--- config.mk ---
export PLATFORM = sky130hd
export DESIGN_NAME = state_variable_filter_unit
export DESIGN_NICKNAME = d
export VERILOG_FILES = /design/src/hw/rtl/svf_pkg.sv /design/src/hw/rtl/svf_mac.sv /design/src/hw/rtl/svf_ctrl.sv /design/src/hw/rtl/state_variable_filter_unit.sv
export SDC_FILE = /design/constraint.sdc
export NUM_CORES = 1
export LEC_CHECK = 0
export ABC_CLOCK_PERIOD_IN_PS = 11200
export BUFFER_PORTS_ARGS = -buffer_cell sky130_fd_sc_hd__buf_2
export CAP_MARGIN = 20
export CORE_MARGIN = 1.5
export CORE_UTILIZATION = 60
export CTS_CLUSTER_DIAMETER = 120
export DETAILED_ROUTE_END_ITERATION = 16
export PLACE_DENSITY = 0.8
export SLEW_MARGIN = 20
export SYNTH_ARGS = -nofsm -noshare
export SYNTH_HDL_FRONTEND = slang
export SYNTH_SLANG_ARGS = --single-unit
--- constraint.sdc ---
create_clock -name clk -period 11.2 [get_ports clk]
set_input_delay 1.12 -clock clk [delete_from_list [all_inputs] [get_ports clk]]
set_output_delay 1.12 -clock clk [all_outputs]
set_load 0.02 [all_outputs]
--- src/hw/rtl/svf_pkg.sv ---
package svf_pkg;

  // field and datapath widths
  localparam int SAMPLE_W = 16;
  localparam int STATE_W  = 24;
  localparam int COEFF_W  = 16;
  localparam int FRAC_W   = 14;
  localparam int MODE_W   = 2;
  localparam int CFG_IDX_W = 2;

  // product of an unsigned coefficient and a signed state value
  localparam int PROD_W = COEFF_W + 1 + STATE_W;
  // product after the rounding shift
  localparam int SCL_W  = PROD_W - FRAC_W;
  // addend: state value or sample minus lowpass state
  localparam int ADD_W  = STATE_W + 2;
  // sum of addend and scaled product
  localparam int SUM_W  = ((SCL_W > ADD_W) ? SCL_W : ADD_W) + 1;

  // register indexes
  localparam logic [CFG_IDX_W-1:0] CFG_FREQ = 2'd0;
  localparam logic [CFG_IDX_W-1:0] CFG_DAMP = 2'd1;
  localparam logic [CFG_IDX_W-1:0] CFG_MODE = 2'd2;

  // output selection codes, anything else is highpass
  localparam logic [MODE_W-1:0] MODE_LOW  = 2'd0;
  localparam logic [MODE_W-1:0] MODE_BAND = 2'd1;

  // damping coefficient after reset: 2.0 in Q2.14
  localparam logic [COEFF_W-1:0] DAMP_RESET = COEFF_W'(1) << (FRAC_W + 1);

  typedef enum logic [1:0] {
    ST_IDLE,
    ST_HIGH,
    ST_BAND,
    ST_LOW
  } svf_state_t;

  // sequencer controls toward the datapath
  typedef struct packed {
    logic in_ready;
    logic ld_high;
    logic ld_band;
    logic ld_low;
  } svf_ctl_t;

  // clamp a wide sum to the state width
  function automatic logic signed [STATE_W-1:0] sat_state(input logic signed [SUM_W-1:0] v);
    logic [SUM_W-STATE_W:0] top;
    top = v[SUM_W-1:STATE_W-1];
    if ((&top) || (~|top)) begin
      sat_state = v[STATE_W-1:0];
    end else if (v[SUM_W-1]) begin
      sat_state = {1'b1, {(STATE_W-1){1'b0}}};
    end else begin
      sat_state = {1'b0, {(STATE_W-1){1'b1}}};
    end
  endfunction

  // clamp a state value to the sample width
  function automatic logic signed [SAMPLE_W-1:0] sat_sample(
    input logic signed [STATE_W-1:0] v
  );
    logic [STATE_W-SAMPLE_W:0] top;
    top = v[STATE_W-1:SAMPLE_W-1];
    if ((&top) || (~|top)) begin
      sat_sample = v[SAMPLE_W-1:0];
    end else if (v[STATE_W-1]) begin
      sat_sample = {1'b1, {(SAMPLE_W-1){1'b0}}};
    end else begin
      sat_sample = {1'b0, {(SAMPLE_W-1){1'b1}}};
    end
  endfunction

endpackage

--- src/hw/rtl/svf_mac.sv ---
module svf_mac (
  input  logic [svf_pkg::COEFF_W-1:0]        coeff,
  input  logic signed [svf_pkg::STATE_W-1:0] sig,
  input  logic signed [svf_pkg::ADD_W-1:0]   addend,
  input  logic                               sub,
  output logic signed [svf_pkg::STATE_W-1:0] result
);

  logic signed [svf_pkg::COEFF_W:0]   coeff_s;
  logic signed [svf_pkg::PROD_W-1:0]  prod;
  logic signed [svf_pkg::PROD_W-1:0]  prod_rnd;
  logic signed [svf_pkg::SCL_W-1:0]   scaled;
  logic signed [svf_pkg::SUM_W-1:0]   sum;

  // exact product, coefficient taken as unsigned
  assign coeff_s = {1'b0, coeff};
  assign prod    = svf_pkg::PROD_W'(coeff_s) * svf_pkg::PROD_W'(sig);

  // round half up, then floor shift out the fraction
  assign prod_rnd = prod + (svf_pkg::PROD_W'(1) <<< (svf_pkg::FRAC_W - 1));
  assign scaled   = prod_rnd[svf_pkg::PROD_W-1:svf_pkg::FRAC_W];

  // accumulate and clamp to the state range
  always_comb begin
    if (sub) begin
      sum = svf_pkg::SUM_W'(addend) - svf_pkg::SUM_W'(scaled);
    end else begin
      sum = svf_pkg::SUM_W'(addend) + svf_pkg::SUM_W'(scaled);
    end
  end

  assign result = svf_pkg::sat_state(sum);

endmodule

--- src/hw/rtl/svf_ctrl.sv ---
module svf_ctrl (
  input  logic              clk,
  input  logic              rst_n,
  input  logic              in_valid,
  input  logic              out_free,
  output svf_pkg::svf_ctl_t ctl
);

  svf_pkg::svf_state_t state_r, state_nxt;

  // state register
  always_ff @(posedge clk) begin
    if (!rst_n) begin
      state_r <= svf_pkg::ST_IDLE;
    end else begin
      state_r <= state_nxt;
    end
  end

  // next state: accept, then highpass, bandpass and lowpass updates
  always_comb begin
    state_nxt = state_r;
    case (state_r)
      svf_pkg::ST_IDLE: begin
        if (in_valid) state_nxt = svf_pkg::ST_HIGH;
      end
      svf_pkg::ST_HIGH: state_nxt = svf_pkg::ST_BAND;
      svf_pkg::ST_BAND: state_nxt = svf_pkg::ST_LOW;
      // last update waits for the output register
      svf_pkg::ST_LOW: begin
        if (out_free) state_nxt = svf_pkg::ST_IDLE;
      end
      default:          state_nxt = svf_pkg::ST_IDLE;
    endcase
  end

  // datapath controls
  always_comb begin
    ctl = '0;
    case (state_r)
      svf_pkg::ST_IDLE: ctl.in_ready = 1'b1;
      svf_pkg::ST_HIGH: ctl.ld_high  = 1'b1;
      svf_pkg::ST_BAND: ctl.ld_band  = 1'b1;
      svf_pkg::ST_LOW:  ctl.ld_low   = out_free;
      default:          ctl = '0;
    endcase
  end

endmodule

--- src/hw/rtl/state_variable_filter_unit.sv ---
// Chamberlin state-variable filter, one signed 16-bit sample per word. Each
// sample updates highpass = x - low - damping*band, band += freq*high and
// low += freq*band, all through one shared multiply-round-accumulate unit
// with saturation to 24 bits; the low, band or high value chosen by
// output_mode (3 acts as highpass) comes out saturated to 16 bits. Each
// sample is accepted and then makes three passes through the shared
// multiplier, one for each product, which depend on each other. The result
// sits in an output register, so a new sample is taken while the last
// result is still waiting; the final update of the new sample holds until
// that register is empty or being read. Coefficients are Q2.14 (freq
// 2*sin(pi*fc/fs), damping twice the attenuation, 2.0 after reset); write
// them only while no sample is in flight. The configuration port is always
// ready.
module state_variable_filter_unit (
  input  logic                                 clk,
  input  logic                                 rst_n,
  // configuration write channel
  input  logic                                 cfg_valid,
  output logic                                 cfg_ready,
  input  logic [svf_pkg::CFG_IDX_W-1:0]        cfg_index,
  input  logic [svf_pkg::COEFF_W-1:0]          cfg_data,
  // sample input
  input  logic                                 in_valid,
  output logic                                 in_ready,
  input  logic signed [svf_pkg::SAMPLE_W-1:0]  in_sample,
  // filtered output
  output logic                                 out_valid,
  input  logic                                 out_ready,
  output logic signed [svf_pkg::SAMPLE_W-1:0]  out_filtered_sample
);

  svf_pkg::svf_ctl_t ctl;

  logic [svf_pkg::COEFF_W-1:0]         freq_r;
  logic [svf_pkg::COEFF_W-1:0]         damp_r;
  logic [svf_pkg::MODE_W-1:0]          mode_r;
  logic signed [svf_pkg::SAMPLE_W-1:0] sample_r;
  logic signed [svf_pkg::STATE_W-1:0]  high_r;
  logic signed [svf_pkg::STATE_W-1:0]  band_r;
  logic signed [svf_pkg::STATE_W-1:0]  low_r;
  logic                                out_valid_r;
  logic signed [svf_pkg::SAMPLE_W-1:0] out_data_r;

  logic                                out_free;
  logic [svf_pkg::COEFF_W-1:0]         mac_coeff;
  logic signed [svf_pkg::STATE_W-1:0]  mac_sig;
  logic signed [svf_pkg::ADD_W-1:0]    mac_addend;
  logic                                mac_sub;
  logic signed [svf_pkg::STATE_W-1:0]  mac_result;
  logic signed [svf_pkg::STATE_W-1:0]  out_sel;

  assign cfg_ready = 1'b1;

  // configuration registers
  always_ff @(posedge clk) begin
    if (!rst_n) begin
      freq_r <= '0;
      damp_r <= svf_pkg::DAMP_RESET;
      mode_r <= svf_pkg::MODE_LOW;
    end else if (cfg_valid) begin
      case (cfg_index)
        svf_pkg::CFG_FREQ: freq_r <= cfg_data;
        svf_pkg::CFG_DAMP: damp_r <= cfg_data;
        svf_pkg::CFG_MODE: mode_r <= cfg_data[svf_pkg::MODE_W-1:0];
        default: ;
      endcase
    end
  end

  // output register is free once empty or being taken this cycle
  assign out_free = !out_valid_r || out_ready;
  assign in_ready = ctl.in_ready;

  svf_ctrl u_ctrl (
    .clk      (clk),
    .rst_n    (rst_n),
    .in_valid (in_valid),
    .out_free (out_free),
    .ctl      (ctl)
  );

  // operand selection for the shared unit
  always_comb begin
    mac_coeff  = freq_r;
    mac_sig    = band_r;
    mac_addend = svf_pkg::ADD_W'(low_r);
    mac_sub    = 1'b0;
    if (ctl.ld_high) begin
      mac_coeff  = damp_r;
      mac_sig    = band_r;
      mac_addend = svf_pkg::ADD_W'(sample_r) - svf_pkg::ADD_W'(low_r);
      mac_sub    = 1'b1;
    end else if (ctl.ld_band) begin
      mac_coeff  = freq_r;
      mac_sig    = high_r;
      mac_addend = svf_pkg::ADD_W'(band_r);
      mac_sub    = 1'b0;
    end
  end

  svf_mac u_mac (
    .coeff  (mac_coeff),
    .sig    (mac_sig),
    .addend (mac_addend),
    .sub    (mac_sub),
    .result (mac_result)
  );

  // sample capture and highpass value
  always_ff @(posedge clk) begin
    if (in_valid && ctl.in_ready) sample_r <= in_sample;
    if (ctl.ld_high) high_r <= mac_result;
  end

  // integrator states
  always_ff @(posedge clk) begin
    if (!rst_n) begin
      band_r <= '0;
      low_r  <= '0;
    end else begin
      if (ctl.ld_band) band_r <= mac_result;
      if (ctl.ld_low)  low_r  <= mac_result;
    end
  end

  // output selection, lowpass comes straight from the unit
  always_comb begin
    case (mode_r)
      svf_pkg::MODE_LOW:  out_sel = mac_result;
      svf_pkg::MODE_BAND: out_sel = band_r;
      default:            out_sel = high_r;
    endcase
  end

  // output word register
  always_ff @(posedge clk) begin
    if (!rst_n) begin
      out_valid_r <= 1'b0;
    end else if (ctl.ld_low) begin
      out_valid_r <= 1'b1;
    end else if (out_ready) begin
      out_valid_r <= 1'b0;
    end
  end

  always_ff @(posedge clk) begin
    if (ctl.ld_low) out_data_r <= svf_pkg::sat_sample(out_sel);
  end

  assign out_valid           = out_valid_r;
  assign out_filtered_sample = out_data_r;

endmodule
### Word-level counts from Yosys, hierarchy flattened

Cells that the tools add are included.
W data, S select, Z words.

| cells by class | value |
|---|---|
| multiplexer cells | 21 |
| reduce and logical (&&, ||, !) cells | 19 |
| multiply operators | 1 |
| $add $sub $neg | 4 |
| eq/ne operators | 8 |

Operators with widths:

| kind | number |
|---|---|
| $mux W24 | 4 |
| $mux W26 | 2 |
| $mux W16 | 3 |
| $pmux W24 S2 | 1 |
| $add A41 B15 Y41 const B | 1 |
| $mul A17 B24 Y41 | 1 |
| $add A26 B27 Y28 | 1 |
| $mux W28 | 1 |
| $sub A26 B27 Y28 | 1 |
| $sub A16 B24 Y25 | 1 |
| $reduce_and A9 Y1 | 1 |
| $reduce_or A9 Y1 | 1 |
| $pmux W2 S4 | 1 |
| $reduce_and A2 Y1 | 4 |
| $mux W1 | 7 |
| $eq A2 B1 Y1 const B | 3 |
| $eq A2 B2 Y1 const B | 3 |
| $logic_not A2 Y1 | 3 |
| $reduce_and A5 Y1 | 1 |
| $reduce_or A5 Y1 | 1 |
| $mux W2 | 2 |
| $logic_not A1 Y1 | 3 |
| $logic_or A1 B1 Y1 | 3 |
| $ne A2 B1 Y1 const B | 1 |
| 3 further kinds | 3 |

| word-level totals | value |
|---|---|
| output and inout port bits | 19 |
| bits in registers | 141 |
| input bits | 39 |
| word-level logic and storage cells | 63 |

### Longest topological paths before layout

Gate-level depths: netlist of the first run.

| depth | value |
|---|---|
| depth in word-level cells | 17 |
| gate-level depth with buffers | 52 |
| mapped depth without buffers | 47 |

### Modules after synthesis

A second synthesis of the first run with hierarchy kept.

| unflattened totals | value |
|---|---|
| cells, all modules | 2892 |
| area, all modules | 25280.5 um^2 |

Modules (own cells, without submodules):

| module | cells an instance | area each (um^2) | times used | sequential area each (um^2) |
|---|---|---|---|---|
| svf_mac | 2060 | 17260.3 | 1 | 0.0 |
| state_variable_filter_unit | 815 | 7855.0 | 1 | 3343.2 |
| svf_ctrl | 17 | 165.2 | 1 | 40.0 |

### Least setup slack after synthesis of the first run

Ideal clock, no wire load.

| timing path | value |
|---|---|
| kind | register to register |
| from | reg u_ctrl.state_r[1] |
| to | reg out_data_r (netlist bit out_filtered_sample[4]) (data pin) |
| library setup time | 0.270 ns |
| stages on the path, launching flop included | 46 |
| clock period less this slack | 12.099 ns |
| required time | 10.930 ns |
| arrival | 11.829 ns |
| buffers on the path | 4 |
| slack | -0.899 ns |
| cells stage by stage | dfxtp_1 -> inv_1 -> ha_1 -> buf_4 -> nor2b_1 -> buf_6 -> buf_1 -> mux2i_1 -> nor2_1 -> fa_1 -> inv_1 -> fa_1 -> fa_1 -> fa_1 -> inv_1 -> fa_1 -> fa_1 -> ha_1 -> (+10 left out) -> a31oi_1 -> xnor2_1 -> ha_1 -> a21oi_1 -> o21ai_0 -> a211o_1 -> nor3b_1 -> o21ai_0 -> o41ai_1 -> mux2_2 -> nor4_1 -> inv_1 -> nand3_1 -> and3_4 -> nand4_1 -> o31ai_4 -> buf_6 -> a21oi_1 |

| on the way | value |
|---|---|
| cells in the longest elaborated chain, start to end | 17 |
| elaborated cells on any way between the ends | 28 |
| classes of those cells | 3 x add/sub; 1 x mul; 2 x eq/ne; 14 x mux; 8 x reduce/logical |

Ends and longest elaborated chain:

| item | RTL line | text |
|---|---|---|
| start: declaration | svf_ctrl.sv:9 | `svf_pkg::svf_state_t state_r, state_nxt;` |
| start signal: assignment | svf_ctrl.sv:14 | `state_r <= svf_pkg::ST_IDLE;` |
| start signal: assignment | svf_ctrl.sv:16 | `state_r <= state_nxt;` |
| $eq A2 B2 Y1 | svf_ctrl.sv:40 | `case (state_r)` |
| $mux W1 | svf_ctrl.sv:40 |  |
| $mux W24 | state_variable_filter_unit.sv:93 | `end else if (ctl.ld_band) begin` |
| $mux W24 | state_variable_filter_unit.sv:88 | `if (ctl.ld_high) begin` |
| $mul A17 B24 Y41 | svf_mac.sv:17 | `assign prod = svf_pkg::PROD_W'(coeff_s) * svf_pkg::PROD_W'(sig);` |
| $add A41 B15 Y41 | svf_mac.sv:20 | `assign prod_rnd = prod + (svf_pkg::PROD_W'(1) <<< (svf_pkg::FRAC_W - 1));` |
| $add A26 B27 Y28 / $sub A26 B27 Y28 (equally long branches) | svf_mac.sv:28, svf_mac.sv:26 |  |
| $mux W28 * | svf_mac.sv:25 | `if (sub) begin` |
| $reduce_or A5 Y1 | svf_pkg.sv:51 | `if ((&top) \|\| (~\|top)) begin` |
| $logic_not A1 Y1 | svf_pkg.sv:51 |  |
| $logic_or A1 B1 Y1 | svf_pkg.sv:51 |  |
| $mux W24 * | svf_pkg.sv:51 |  |
| $pmux W24 S2 * | state_variable_filter_unit.sv:128 | `case (mode_r)` |
| $reduce_or A9 Y1 | svf_pkg.sv:66 | `if ((&top) \|\| (~\|top)) begin` |
| $logic_not A1 Y1 | svf_pkg.sv:66 |  |
| $logic_or A1 B1 Y1 | svf_pkg.sv:66 |  |
| $mux W16 * | svf_pkg.sv:66 |  |
| end signal: assignment | state_variable_filter_unit.sv:147 | `if (ctl.ld_low) out_data_r <= svf_pkg::sat_sample(out_sel);` |
| end: declaration | state_variable_filter_unit.sv:42 | `logic signed [svf_pkg::SAMPLE_W-1:0] out_data_r;` |

Mark *: on every way between the ends. The rest lies on a longest branch, timed or not.
A chain may end at the register's enable or synchronous reset.

### Worst setup path in the final report of the first run

| timing path | value |
|---|---|
| from | reg u_ctrl.state_r[0] |
| to | reg out_data_r (netlist bit out_filtered_sample[4]) (data pin) |

The elaborated chain is that of the path after synthesis.

==> impl_metrics.ini, run 1 <==
[outcome]
outcome = finished, final reports clean

[floorplanning]
start_util_pct = 60.6
rows = 74
die_height_microns = 206
die_w_microns = 206
die_area_sq_mm = 0.0423
io_pins = 58
core_sq_mm = 0.0406

[clock_tree]
cts.sinks = 141
cts_hold_buf = 0
path_clk_slew_ns = 0.07
cts_tree = yes
insertion_delay_ns = 0.48
root_buffer = clkbuf_16
htree_levels = 4
numCtsBuffers = 17
clockBufferDepth = 2

[grt]
antenna_found_initial = 3
grt_pass1_vias = 22400
track_usage_pct = 37.0
grt_start_max_net_pins = 67
grt_overflow = 0
grt_pass1_wl_microns = 119000

[critical_path]
cpMostUsedCell = fa_1
cp_top_family = adder cells
regToRegEndpoint = out_filtered_sample[4]$_DFFE_PP_
worst-setup-path-type = flop to flop
r2r_slack_ns = 0.02
slowest_delay_ns = 0.54
critPathBufInv = 11
cp-end-kind = flop
crit_path_top_delay_cell = fa_1
worstPathMaxFanout = 8
worstSetupStartpointType = flop
reg2reg_depth = 47
crit_required_ns = 11.53
arrival_ns = 11.50
reg2reg_from = u_ctrl.state_r[0]$_SDFFE_PN0P_

[timing]
fin_crit_ns = 11.18
rsz0062_at_grt = yes
hold_viol = 0
max_freq_mhz = 89.5
drv_slew = 0
finClkSkew_ns = 0.0204
fin_crit_sh_pct = 99.8
setup_violations = 0
slew_headroom_pct = 35.6
tightestPinTransition_ns = 0.963

[synth]
ys.flop_type = dfxtp_1
synth_edf_count = 56
syn_inst = 2937
synth_cell_types = 86
synth_area_sq_mm = 0.0246
yosysWarnings = 0
syn_nets = 3533
syn_area_per_cell_sq_um = 8.39
ys_seq_elements = 141
ys_seq_area_share_pct = 13.7
async_reset_ff_share_pct = 0

[placement]
hpwl_microns = 59700
io_buffers = 56
place.gp.congestion = 0.976
place_inst = 3570

[hold_path]
min_from = freq_r[10]$_SDFFE_PN0P_
hold_path_depth = 2
hp-class = flop to flop
min_to = freq_r[10]$_SDFFE_PN0P_

[drt]
drt-pass1-iter-count = 6
wl_per_cell_microns = 20.7
via_per_inst = 5.94
ant_nets = 0
drc = 0
drt_iter0_drc = 2025
vias = 21800
routed_wl_microns = 75800

[finish]
syn_to_final_growth_pct = 16.3
drive_above_1_share_pct = 17.2
nets = 3716
fillers = 3105
instances_no_fill = 3669

[flow_run]
maxCapViolCount = 0
## layout make-up
type	count	area (sq um)	area share [%]
well taps	532	666	2.32
multi-input cells	2082	19400	67.6
repair buffers	279	2370	8.27
diodes	4	10.0	0.0350
clock buffers	24	526	1.83
inverters	599	2250	7.87
clock inverters	8	63.8	0.223
flip-flops and latches	141	3390	11.8
## metal layers
metal / track usage [%] / wire, microns / share of wire, % / up-vias
met1: 45.5 / 28300 / 37 / 10700
met3: 6.89 / 6170 / 8.1 / 287
met4: 22.0 / 4920 / 6.5 / 0
met5: 0 / 0 / 0 / -
met2: 60.8 / 36400 / 48 / 1092
li1: - / - / - / 9700
## kinds of logic after synthesis
logic type,after synthesis,share of synthesized area (%)
muxes,98,4.20
AOI/OAI and AO/OA,493,13.2
adders and majority gates,557,39.8
DFF,141,13.7
xor gates and xnor gates,81,2.88
buffers and inverters,714,11.1
and+or+nand+nor,852,15.1
other,1,0.0152
## worst max-delay path by stage
stage | start | to | slack [ns] | cells after the start
global placement | u_ctrl.state_r[1]$_SDFFE_PN0P_ | out_filtered_sample[0]$_DFFE_PP_ | -0.11 | 43
finish | u_ctrl.state_r[0]$_SDFFE_PN0P_ | out_filtered_sample[4]$_DFFE_PP_ | 0.02 | 47
floorplan | u_ctrl.state_r[1]$_SDFFE_PN0P_ | out_filtered_sample[4]$_DFFE_PP_ | 0.04 | 48
CTS | u_ctrl.state_r[1]$_SDFFE_PN0P_ | out_filtered_sample[4]$_DFFE_PP_ | 0.001 | 45
global route | u_ctrl.state_r[0]$_SDFFE_PN0P_ | out_filtered_sample[1]$_DFFE_PP_ | -0.34 | 48
detailed placement | u_ctrl.state_r[1]$_SDFFE_PN0P_ | out_filtered_sample[4]$_DFFE_PP_ | -0.46 | 45
## worst register-to-register path: cells and delay by family (launching register included)
family / cells / cell delay [ns]
adder cells (fa/ha/maj): 9 / 3.80
AO/OA/AOI/OAI: 16 / 3.28
buffers and inverters: 11 / 1.51
AND/OR/NAND/NOR: 8 / 1.48
XOR/XNOR: 2 / 0.36
flip-flops: 1 / 0.32
multiplexers: 1 / 0.28
## stage by stage
step / setup WS [ns] / TNS [ns] / hold WS (ns) / util, % / instance area, sq um
3_5_place_dp: -0.456 / -8.58 / 0.450 / 65.5 / 26600
6_report: 0.0229 / 0 / 0.454 / 70.5 / 28600
3_3_place_gp: -0.114 / -1.52 / 0.441 / 65.5 / 26600
5_1_grt: -0.340 / -5.37 / 0.476 / 70.4 / 28600
2_1_floorplan: 0.0379 / 0 / 0.433 / - / 24700
4_1_cts: 0.00141 / 0 / 0.457 / 68.3 / 27800
## repair_timing
item / 4_1_cts / 5_1_grt
cloned: 3 / 2
pin swaps: 17 / 42
gates resized for setup: 58 / 119
setup buffers: 21 / 37
setup endpoints to repair: 66 / 85
hold endpoints to repair: 0 / 0
## cell usage after synthesis, types with 14 or more instances
| cell | n | share of area, % |
|---|---|---|
| mux2_2 | 32 | 1.5 |
| xor2_1 | 30 | 1.1 |
| or3_1 | 16 | 0.41 |
| xnor2_1 | 51 | 1.8 |
| nand3_1 | 26 | 0.53 |
| fa_1 | 378 | 31 |
| nand2_1 | 275 | 4.2 |
| a21o_1 | 34 | 1.0 |
| clkbuf_1 | 98 | 1.5 |
| a211oi_1 | 60 | 1.8 |
| a21oi_1 | 162 | 3.3 |
| o211ai_1 | 14 | 0.43 |
| edfxtp_1 | 56 | 6.8 |
| dfxtp_1 | 85 | 6.9 |
| nor2_1 | 376 | 5.7 |
| mux2i_1 | 65 | 2.6 |
| o21a_1 | 18 | 0.55 |
| inv_1 | 597 | 9.1 |
| and3_1 | 18 | 0.46 |
| o21ai_0 | 90 | 1.8 |
| nor2b_1 | 16 | 0.41 |
| nor3_1 | 23 | 0.47 |
| or2_2 | 17 | 0.43 |
| nand2b_1 | 26 | 0.66 |
| ha_1 | 179 | 9.1 |
## sequential cells by signal, indices dropped and copies added, names as in the netlist
| signal | cells |
|---|---|
| high_r | 24 |
| freq_r | 16 |
| out_filtered_sample | 16 |
| band_r | 24 |
| damp_r | 16 |
| out_valid | 1 |
| low_r | 24 |
| u_ctrl.state_r | 2 |
| mode_r | 2 |
| sample_r | 16 |
## cell usage in the layout (no fill, tap or decap), drive strengths merged, types with 61 or more instances in the layout
master,count
a211oi,61
a21oi,172
buf,276
dfxtp,85
fa,378
ha,179
inv,603
mux2i,66
nand2,276
nor2,376
o21ai,94
Power of run 1 is left out: the tool's default activity adds up to more than one toggle a clock period on the data nets, which glitch-free logic cannot reach.
==> run 2: changes to the inputs <==
PLACE_DENSITY = default   (was 0.8)
PLACE_DENSITY_LB_ADDON = 0.05   (was default)
==> impl_metrics.ini, run 2 (synthesis gave the netlist of run 1 again) <==
[outcome]
outcome = finished, final reports clean

[floorplanning]
start_util_pct = 60.6
rows = 74
die_w_microns = 206
die_area_sq_mm = 0.0423
core_sq_mm = 0.0406
die_height_microns = 206
io_pins = 58

[timing]
setup_violations = 0
max_freq_mhz = 90.3
setup_ws_ns = 0.129
rsz0062_at_grt = yes
fin_crit_ns = 11.07
slew_headroom_pct = 28.4
tightestPinTransition_ns = 1.07
hold_viol = 0
drv_slew = 0
finClkSkew_ns = 0.0218
fin_crit_sh_pct = 98.8
hold_ws_ns = 0.459

[critical_path]
crit_required_ns = 11.44
slowest_delay_ns = 0.59
worst-setup-path-type = flop to flop
cp-end-kind = flop
r2r_slack_ns = 0.13
reg2reg_depth = 45
worstSetupStartpointType = flop
cpMostUsedCell = fa_1
reg2reg_from = u_ctrl.state_r[0]$_SDFFE_PN0P_
worstPathMaxFanout = 7
crit_path_top_delay_cell = fa_1
regToRegEndpoint = out_filtered_sample[11]$_DFFE_PP_
arrival_ns = 11.31

[finish]
drive_above_1_share_pct = 22.2
final_cell_mix = 589 x inv_1, 369 x fa_1, 361 x nor2_1
syn_to_final_growth_pct = 22.2
fillers = 3151
instances_no_fill = 3793
final_common_cell = inv_1
nets = 3840
top_regs = band_r: 24 flops, high_r: 24 flops, low_r: 24 flops

[drt]
drt-pass1-iter-count = 7
via_per_inst = 5.77
drt_iter0_drc = 1733
drc = 0
ant_nets = 0
wl_per_cell_microns = 20.2
routed_wl_microns = 76600
vias = 21900

[hold_path]
hold_path_depth = 2
min_to = freq_r[10]$_SDFFE_PN0P_
hp-class = flop to flop
min_from = freq_r[10]$_SDFFE_PN0P_

[flow_run]
maxCapViolCount = 0

[grt]
globalRouteMet3Util_pct = 8.55
grt_start_max_net_pins = 84
grt_use_met1_pct = 48.5
use_met2_pct = 56.9
grt_busiest_layer = met2
grt_pass1_vias = 21900
grt_pass1_wl_microns = 118000
grt_overflow = 0
antenna_found_initial = 5
track_usage_pct = 36.6

[clock_tree]
root_buffer = clkbuf_16
clockBufferDepth = 2
htree_levels = 4
insertion_delay_ns = 0.51
cts_tree = yes
path_clk_slew_ns = 0.07
cts_hold_buf = 0
cts.sinks = 141
numCtsBuffers = 17

[placement]
pre_cts_ws_ns = -0.489
place.gp.congestion = 0.998
io_buffers = 56
place_inst = 3682
hpwl_microns = 60900
run 2: cell count changes in the layout (fill, tap and decap cells not counted), sizes merged:
cell    previous run  this run
buf              276       396
bufbuf             1         0
bufinv             0         2
clkinv             2         5
run 2: how the worst max path moves through the flow:
| stage | from | endpoint | slack, ns | depth (start not counted) |
|---|---|---|---|---|
| CTS | u_ctrl.state_r[1]$_SDFFE_PN0P_ | out_filtered_sample[4]$_DFFE_PP_ | 0.002 | 49 |
| floorplan | u_ctrl.state_r[1]$_SDFFE_PN0P_ | out_filtered_sample[4]$_DFFE_PP_ | 0.04 | 48 |
| detailed placement | u_ctrl.state_r[1]$_SDFFE_PN0P_ | out_filtered_sample[4]$_DFFE_PP_ | -0.49 | 44 |
| global placement | u_ctrl.state_r[1]$_SDFFE_PN0P_ | out_filtered_sample[2]$_DFFE_PP_ | -0.28 | 44 |
| global route | u_ctrl.state_r[0]$_SDFFE_PN0P_ | out_filtered_sample[12]$_DFFE_PP_ | -0.19 | 47 |
| finish | u_ctrl.state_r[0]$_SDFFE_PN0P_ | out_filtered_sample[11]$_DFFE_PP_ | 0.13 | 45 |
run 2: what timing repair did:
item	4_1_cts	5_1_grt
setup endpoints to repair	82	85
pin swaps	3	126
setup buffers	5	64
gates cloned	0	7
gates resized for setup	23	256
run 2: cell type report:
class | count | area (sq um) | share of cell area (%)
clock buffer | 19 | 433 | 1.44
sequential | 141 | 3390 | 11.3
tap | 532 | 666 | 2.21
multi-input combinational | 2082 | 19900 | 66.0
antenna | 4 | 10.0 | 0.0333
clock inverter | 13 | 153 | 0.507
inverter | 599 | 2250 | 7.49
timing repair buffer | 403 | 3320 | 11.0
run 2: through the flow:
stage          util, %  cell area [sq um]  setup TNS (ns)
6_report          74.0              30100               0
5_1_grt           74.0              30100           -2.66
4_1_cts           69.4              28200               0
3_5_place_dp      67.6              27500          -14.84
3_3_place_gp      67.6              27500           -4.65
2_1_floorplan        -              24700               0
run 2: layer usage:
metal	wire length, microns	vias up
li1	-	9961
met1	31000	10700
met2	35300	981
met3	6670	215
met4	3550	2
met5	15	-
run 2: worst max-delay path, delay by kind of cell, from the launching register on:
| kind | cells | cell delay [ns] |
|---|---|---|
| flops | 1 | 0.36 |
| simple gates | 11 | 2.20 |
| mux | 2 | 0.66 |
| buf+inv | 11 | 1.48 |
| compound gates | 10 | 1.82 |
| fa+ha+maj | 9 | 3.82 |
| xor+xnor | 2 | 0.45 |
Power of run 2 is left out for the same reason.
